[config.mk]
export PLATFORM = sky130hd
export DESIGN_NAME = pmfb_ctrl
export DESIGN_NICKNAME = d
export VERILOG_FILES = /design/src/hw/rtl/pmfb_pkg.sv /design/src/hw/rtl/pmfb_ctrl.sv
export SDC_FILE = /design/constraint.sdc
export NUM_CORES = 1
export LEC_CHECK = 0
export BUFFER_PORTS_ARGS = -buffer_cell sky130_fd_sc_hd__buf_2
export CELL_PAD_IN_SITES_DETAIL_PLACEMENT = 0
export CELL_PAD_IN_SITES_GLOBAL_PLACEMENT = 1
export CORE_AREA = 2 2 39 41
export DETAILED_ROUTE_END_ITERATION = 8
export DIE_AREA = 0 0 41 43
export PLACE_DENSITY_LB_ADDON = 0.12
export SYNTH_ARGS = -nofsm -noshare
export SYNTH_HDL_FRONTEND = slang
export SYNTH_SLANG_ARGS = --single-unit
[constraint.sdc]
create_clock -name clk -period 1.72 [get_ports clk]
set_clock_uncertainty 0.1 [all_clocks]
set_input_delay 0.344 -clock clk [delete_from_list [all_inputs] [get_ports clk]]
set_output_delay 0.344 -clock clk [all_outputs]
set_load 0.005 [all_outputs]
[src/hw/rtl/pmfb_pkg.sv]
`timescale 1ns / 1ps
`default_nettype none
// ----------------------------------------------------------------------------
// pmfb_pkg: shared types and constants of the paged framebuffer engine
// Display geometry, store addressing, refresh command bytes, controller
// states and the command/status bundles between controller and datapath.
// ----------------------------------------------------------------------------
package pmfb_pkg;

  // Display geometry
  localparam int COLUMNS     = 128;
  localparam int PAGES       = 16;
  localparam int ROWS        = PAGES * 8;
  localparam int STORE_DEPTH = PAGES * COLUMNS;

  localparam int ADDR_W = $clog2(STORE_DEPTH);
  localparam int COL_W  = (COLUMNS > 1) ? $clog2(COLUMNS) : 1;
  localparam int PAGE_W = (PAGES > 1) ? $clog2(PAGES) : 1;
  localparam int SLOT_W = $clog2(COLUMNS + 3);

  // Refresh stream slots within one page
  localparam int SLOT_PAGE_CMD = 0;
  localparam int SLOT_COL_LO   = 1;
  localparam int SLOT_COL_HI   = 2;
  localparam int SLOT_DATA0    = 3;
  localparam int SLOT_LAST     = COLUMNS + 2;

  // Command bytes
  localparam logic [7:0] CMD_PAGE_BASE = 8'hB0;
  localparam logic [7:0] CMD_COL_LO    = 8'h00;
  localparam logic [7:0] CMD_COL_HI    = 8'h10;

  typedef enum logic [1:0] {
    REQ_PIXEL   = 2'd0,
    REQ_SQUARE  = 2'd1,
    REQ_CLEAR   = 2'd2,
    REQ_REFRESH = 2'd3
  } req_type_t;

  typedef enum logic [2:0] {
    S_CLEAR,
    S_IDLE,
    S_WALK_RD,
    S_WALK_WR,
    S_REF_RD,
    S_REF_EMIT
  } state_t;

  typedef struct packed {
    logic load_req;
    logic clr_start;
    logic clr_step;
    logic walk_rd;
    logic walk_wr;
    logic ref_rd;
    logic ref_emit;
  } dp_cmd_t;

  typedef struct packed {
    logic walk_ok;
    logic walk_last;
    logic clr_last;
    logic ref_is_data;
    logic out_free;
  } dp_status_t;

  // Store byte address of (page, column)
  function automatic logic [ADDR_W-1:0] store_addr(input logic [PAGE_W-1:0] page,
                                                   input logic [COL_W-1:0]  col);
    store_addr = ADDR_W'(int'(page) * COLUMNS + int'(col));
  endfunction

endpackage
`default_nettype wire

[src/hw/rtl/pmfb_ctrl.sv]
`timescale 1ns / 1ps
`default_nettype none
// ----------------------------------------------------------------------------
// pmfb_ctrl: request sequencer
// Accepts one request at a time and steps the datapath through the store
// clearing sweep, the read-modify-write walk and the refresh byte emission.
// ----------------------------------------------------------------------------
module pmfb_ctrl (
  input  wire logic                   clk,
  input  wire logic                   rst,
  input  wire logic                   req_valid,
  output logic                        req_stall,
  input  wire logic [1:0]             req_type,
  input  wire pmfb_pkg::dp_status_t   sts,
  output pmfb_pkg::dp_cmd_t           cmd
);
  import pmfb_pkg::*;

  state_t state, state_next;
  logic   accept;

  assign req_stall = (state != S_IDLE);
  assign accept    = req_valid && (state == S_IDLE);

  // State register
  always_ff @(posedge clk) begin
    if (rst) begin
      state <= S_CLEAR;
    end else begin
      state <= state_next;
    end
  end

  // Next state
  always_comb begin
    state_next = state;
    case (state)
      S_CLEAR: begin
        if (sts.clr_last) state_next = S_IDLE;
      end
      S_IDLE: begin
        if (accept) begin
          case (req_type_t'(req_type))
            REQ_PIXEL, REQ_SQUARE: state_next = sts.walk_ok ? S_WALK_RD : S_IDLE;
            REQ_CLEAR:             state_next = S_CLEAR;
            REQ_REFRESH:           state_next = sts.ref_is_data ? S_REF_RD : S_REF_EMIT;
            default:               state_next = S_IDLE;
          endcase
        end
      end
      S_WALK_RD:  state_next = S_WALK_WR;
      S_WALK_WR:  state_next = sts.walk_last ? S_IDLE : S_WALK_RD;
      S_REF_RD:   state_next = S_REF_EMIT;
      S_REF_EMIT: begin
        if (sts.out_free) state_next = S_IDLE;
      end
      default:    state_next = S_IDLE;
    endcase
  end

  // Datapath commands
  always_comb begin
    cmd = '0;
    case (state)
      S_CLEAR: cmd.clr_step = 1'b1;
      S_IDLE: begin
        cmd.load_req  = accept;
        cmd.clr_start = accept && (req_type_t'(req_type) == REQ_CLEAR);
      end
      S_WALK_RD:  cmd.walk_rd = 1'b1;
      S_WALK_WR:  cmd.walk_wr = 1'b1;
      S_REF_RD:   cmd.ref_rd = 1'b1;
      S_REF_EMIT: cmd.ref_emit = sts.out_free;
      default:    cmd = '0;
    endcase
  end

  // Each store write of the walk follows the read of the same byte
  assert property (@(posedge clk) disable iff (rst)
    cmd.walk_wr |-> $past(cmd.walk_rd))
    else $error("walk write without preceding read");

  // Never load the result register while it still holds an untaken byte
  assert property (@(posedge clk) disable iff (rst)
    cmd.ref_emit |-> sts.out_free)
    else $error("result emitted over a held result");

  // Leave the clearing sweep only after its last entry
  assert property (@(posedge clk) disable iff (rst)
    (state == S_IDLE && $past(state) == S_CLEAR) |-> $past(sts.clr_last))
    else $error("clearing sweep ended early");

endmodule
`default_nettype wire

# After elaboration in Yosys (flattened, before gate mapping)
# Index checks and enable logic that the tools add are counted.
# op_classes
n_eq_ne,12
n_mux,14
reduce_logical,6
# op_table
operator,n
$pmux 3 s6,1
$mux 3,3
$pmux 3 s3,1
$eq 3x2->1 const B,2
$eq 3x3->1 const B,2
$mux 1,6
$mux 2,3
$ne 2x2->1 const B,3
$eq 2x2->1 const B,2
$eq 3x1->1 const B,1
$logic_not 3->1,1
$ne 3x1->1 const B,1
$reduce_and 3->1,1
$eq 2x1->1 const B,1
$logic_and 1x1->1,2
$logic_not 2->1,1
$reduce_or 2->1,1
# totals
register_bits,3
out_inout_bits,8
elab_cells,33

# Logic depth before layout (Yosys ltp)
# Gate-level depths: netlist of run 1.
# logic_depth
depth_word,5
ltp_mapped,4
depth_no_buf,3

# Worst setup path before layout of run 1
# OpenSTA, ideal clock, no wires.
# synth_path
path_kind,reg-to-output
start,register state[1]
end,output port cmd[5] (netlist name)
arrival_time_ns,0.801
required_ns,1.276
slack_ns,0.475
stages_incl_launch_ff,5
cell_sequence,dfxtp_1 -> buf_6 -> nor2_2 -> nand3_1 -> nor3_1
# synth_lines
item,line,text
"start, declared",pmfb_ctrl.sv:19,"state_t state, state_next;"
"start signal, assigned",pmfb_ctrl.sv:30,state <= state_next;
"end, declared",pmfb_ctrl.sv:15,output pmfb_pkg::dp_cmd_t cmd

==> results.cfg, run 1 <==
[layout]
top_register = state
n_fill_cell = 163
multiInputGateArea_um2 = 158
largest_reg_flops = 3
postLayoutCellArea_um2 = 360
register_area_um2 = 63.8
n_antenna_cell = 0
fin_nets = 60
area_delta_synth_final_pct = 41.2
drive_gt1_frac = 0.551
biggestRegsByFlops = state (3)
final_cell_mix = 17 x buf_2, 3 x nand2_1, 3 x nor3_1, 3 x clkbuf_4, 3 x dfxtp_2
final_common_cell = buf_2

[grt]
gr-usage-all-layers = 0.0922
grt_pass1_wl_um = 1090
grt_max_degree = 13
gr-total-overflow = 0
grt_pass1_vias = 272
antenna_found_initial = 0

[drt]
wl_per_cell_um = 10.6
final_antenna_net_count = 0
drt_iter0_drc = 1
wl_um = 690
via_count = 286
firstDrtPassIters = 2
drc = 0
drt-vias-per-instance = 4.40

[power_and_ir_drop]
p_sw_frac = 0.265
seq_power_share = 0.334
ir_worst_vdd_v = 0.000421
pwr-share-clk = 0.488
power.net_switching_uw = 66.8
p_per_area_nw_per_um2 = 701
p_int_uw = 186
p_leak_uw = 0.000182
p_comb_frac = 0.178

[clocking]
numCtsBuffers = 3
cts_sinks = 3
tritoncts = built
clkTransAtPathRegs_ns = 0.04
cts_root_buf = clkbuf_4
htree_levels = 1
clk_latency_ns = 0.23
clk_path_buf_depth = 2

[timing]
tightest_slew_ns = 0.245
min_period_ns = 1.57
setup_viol = 0
finalSetupTns_ns = 0
timing.final.crit_share = 0.913
drv_slew = 0
hold_viol = 0
fin_hold_ws_ns = 0.217
rsz0062_at_grt = no
fmax_mhz = 637
slew_headroom = 0.835

[worst_setup_path]
end_kind = output port
crit_fanout = 10
r2r-start = state[0]
cp-startpoint = state[1]
worstPathRequired_ns = 1.28
r2r_cells = 3
critical_path_class = reg -> out
critPathLaunchType = flop
worst_ep_arrival_time_ns = 1.13

[hold_path]
holdPathStages = 2
hp-class = in -> reg
min_from = rst

[status]
status = complete, no violations

[floorplanning]
ios = 18
rows = 14
die_w_um = 41
start_util = 0.184
core_area_um2 = 1380
die_area_um2 = 1760
die_h_um = 43

[synth]
yosysWarningCount = 0
synth_cells = 31
syn_area_um2 = 255
synth_nets = 41
yosys.area.top_type_share = 0.235
synth_cell_type_count = 22
yosysTopAreaCell = dfxtp_1
synth_area_leaders = dfxtp_1 24%, buf_6 8.8%, nor3_1 5.9%
ys_ff_latch = 3
synth.yosys.seq_area_share = 0.235
syn_avg_cell_area_um2 = 8.23

[placed_design]
hpwl_um = 543
gp_congestion = 0.657
port_buffers = 17
placed_area_um2 = 330

[run]
maxCapViolCount = 0
cells by family after synthesis:
kind of cell / count (synthesis) / share of synthesized area
flip-flops: 3 / 0.235
AND/OR/NAND/NOR: 19 / 0.480
AO/OA/AOI/OAI: 4 / 0.137
buffers and inverters: 5 / 0.147
cell type report:
class / count / share of cell area
tap: 16 / 0.0556
multi-input combinational: 23 / 0.437
inverter: 2 / 0.0208
sequential: 3 / 0.177
clock buffer: 4 / 0.0729
timing repair buffer: 17 / 0.236
per-stage QoR:
stage	worst slack, ns	total power (uW)	cells	util
2_1_floorplan	0.475	109	31	-
3_3_place_gp	0.316	130	61	0.239
3_5_place_dp	0.300	130	61	0.239
4_1_cts	0.0483	255	65	0.258
5_1_grt	0.0588	270	65	0.260
6_report	0.149	253	65	0.260
worst paths after layout:
check,to,slack [ns]
worst max-delay path,cmd[5],0.15
worst min-delay path,state[2],0.22
worst max register to register,state[0],0.59
worst min register to register,state[2],0.41
routing by layer:
layer	share of wire	track usage	vias to the layer above
met5	0	0	-
met4	0	0.0600	0
met3	0.068	0.0314	0
met2	0.50	0.144	12
met1	0.43	0.0990	125
li1	-	-	149
power groups by stage:
stage          clock network, uW  logic [uW]  registers, uW
2_1_floorplan                  0        32.8           76.1
3_3_place_gp                   0        45.7           84.3
3_5_place_dp                   0        45.5           84.6
4_1_cts                      126        45.7           83.4
5_1_grt                      134        50.7           85.5
6_report                     123        44.9           84.3
timing repair:
item	4_1_cts	5_1_grt
buffers inserted	0	0
hold buffers	0	0
resized for setup	0	3
setup endpoints to repair	0	1
hold endpoints to repair	0	0
synthesized netlist by cell type, drive strengths merged:
cell type,instances
o22ai,1
a22oi,1
nand2,3
nor4bb,1
o21a,1
buf,3
nor3b,1
and4b,1
and3,1
nand2b,1
inv,2
dfxtp,3
nor4,2
nor2,3
and3b,1
nor3,4
a41oi,1
nand3,1
worst max-delay path: stages, from the launching register on:
cell and delay, ns:
dfxtp_2 0.36, nor2_2 0.13, nand3_1 0.12, nor3_1 0.14, buf_2 0.14
Power figures use the tool's default switching activity.
==> run 2: changes to the inputs <==
--- a/config.mk
+++ b/config.mk
@@ -5,7 +5,7 @@
 export SDC_FILE = /design/constraint.sdc
 export NUM_CORES = 1
 export LEC_CHECK = 0
-export BUFFER_PORTS_ARGS = -buffer_cell sky130_fd_sc_hd__buf_2
+export BUFFER_PORTS_ARGS = -buffer_cell sky130_fd_sc_hd__buf_4
 export CELL_PAD_IN_SITES_DETAIL_PLACEMENT = 0
 export CELL_PAD_IN_SITES_GLOBAL_PLACEMENT = 1
 export CORE_AREA = 2 2 39 41
==> run 2 against run 1 <==
Flip-flop and latch count is the same. Total power grew 5.1%. Sequential power is essentially flat. First-iteration DRC count grew to 6.0 times the previous value. Clock power is essentially flat. Final area grew 13%. Combinational power grew 27%. Core utilization grew 3.4 points. Setup slack lost 0.013 ns. Count of clock-buffer cells in the layout is the same. Register-to-register slack is essentially flat. Largest cell class unchanged. Highest routed layer unchanged.
==> results.cfg, run 2 (synthesis results as in run 1) <==
[grt]
gr-usage-all-layers = 0.0990
gr-total-overflow = 0
grt_pass1_vias = 290
grt_max_degree = 13
grt_pass1_wl_um = 1150
antenna_found_initial = 0

[layout]
fin_nets = 60
n_antenna_cell = 0
final_cell_mix = 17 x buf_4, 3 x nand2_1, 3 x clkbuf_4, 3 x dfxtp_2
final_common_cell = buf_4
largest_reg_flops = 3
biggestRegsByFlops = state (3)
n_fill_cell = 154
area_delta_synth_final_pct = 59.8
drive_gt1_frac = 0.571
top_register = state

[power_and_ir_drop]
power_uw = 266
p_leak_uw = 0.000193
ir_worst_vdd_v = 0.000349
p_per_area_nw_per_um2 = 651

[timing]
setup_viol = 0
fmax_mhz = 632
timing.final.crit_share = 0.921
tightest_slew_ns = 0.247
slew_headroom = 0.833
hold_viol = 0
drv_slew = 0
rsz0062_at_grt = no
min_period_ns = 1.58
finalSetupTns_ns = 0

[worst_setup_path]
worstPathRequired_ns = 1.28
cp_cell_sequence = nor2_2 -> nand3_1 -> nor3_2 -> buf_4
cp_slowest_stage_delay_ns = 0.36
worst_ep_arrival_time_ns = 1.14
critPathLaunchType = flop
critical_path_class = reg -> out
end_kind = output port
crit_slowest_cell = dfxtp_2
crit_fanout = 10

[floorplanning]
ios = 18
die_h_um = 43
start_util = 0.184
die_w_um = 41
die_area_um2 = 1760
core_area_um2 = 1380
rows = 14

[clocking]
cts_root_buf = clkbuf_4
clk_latency_ns = 0.23
cts_sinks = 3
clkTransAtPathRegs_ns = 0.04
htree_levels = 1
clk_path_buf_depth = 2
tritoncts = built
cts_setup_buffers = 0
numCtsBuffers = 3

[hold_path]
hp-class = in -> reg

[status]
status = complete, no violations

[drt]
via_count = 297
drt_iter0_drc = 6
drc = 0
firstDrtPassIters = 4
wl_per_cell_um = 11.2
drt-vias-per-instance = 4.57
final_antenna_net_count = 0
wl_um = 729

[run]
maxCapViolCount = 0

[placed_design]
port_buffers = 17
hpwl_um = 550
gp_congestion = 0.654
==> run 2: what timing repair did <==
item,CTS,global route
hold buffers,0,0
hold endpoints to repair,0,0
resized for setup,0,4
setup endpoints to repair,0,1
==> run 2: per-stage QoR <==
stage / instance area (um2) / setup slack, ns / instances / utilization / hold WS [ns]
after CTS: 399 / 0.0302 / 65 / 0.288 / 0.197
after global placement: 373 / 0.302 / 61 / 0.269 / 0.436
final: 408 / 0.137 / 65 / 0.295 / 0.193
after detailed placement: 373 / 0.294 / 61 / 0.269 / 0.442
after floorplan: 255 / 0.475 / 31 / - / 0.315
after global routing: 408 / 0.0236 / 65 / 0.295 / 0.189
==> run 2: layout make-up <==
class	count	area, um2	area share
clock buffers	4	26.3	0.0644
inverters	2	7.51	0.0184
multi-input cells	23	163	0.399
flip-flops and latches	3	63.8	0.156
well taps	16	20.0	0.0491
repair buffers	17	128	0.313
==> run 2: metal layers <==
layer  track usage  part of all wire
met3        0.0628             0.085
met4        0.0400                 0
met2         0.153              0.50
met5             0                 0
met1         0.102              0.41
==> run 2: path summary, 6_finish.rpt <==
| check | startpoint | endpoint | slack, ns | depth (start not counted) |
|---|---|---|---|---|
| worst min-delay path | rst | state[2] | 0.19 | 2 |
| worst max register to register | state[0] | state[0] | 0.58 | 3 |
| worst max-delay path | state[1] | cmd[5] | 0.14 | 4 |
| worst min register to register | state[1] | state[2] | 0.42 | 1 |
==> run 2: worst max-delay path, delay by kind of cell, from the launching register on <==
family	cells	cell delay, ns
buffers and inverters	1	0.13
DFF	1	0.36
and+or+nand+nor	3	0.42
==> run 2: power by group <==
| part | total, uW | internal [uW] | switching [uW] |
|---|---|---|---|
| clock | 124 | 87.0 | 37.1 |
| combinational | 57.0 | 34.8 | 22.2 |
| sequential | 84.4 | 74.5 | 9.91 |
| total | 266 | 196 | 69.3 |
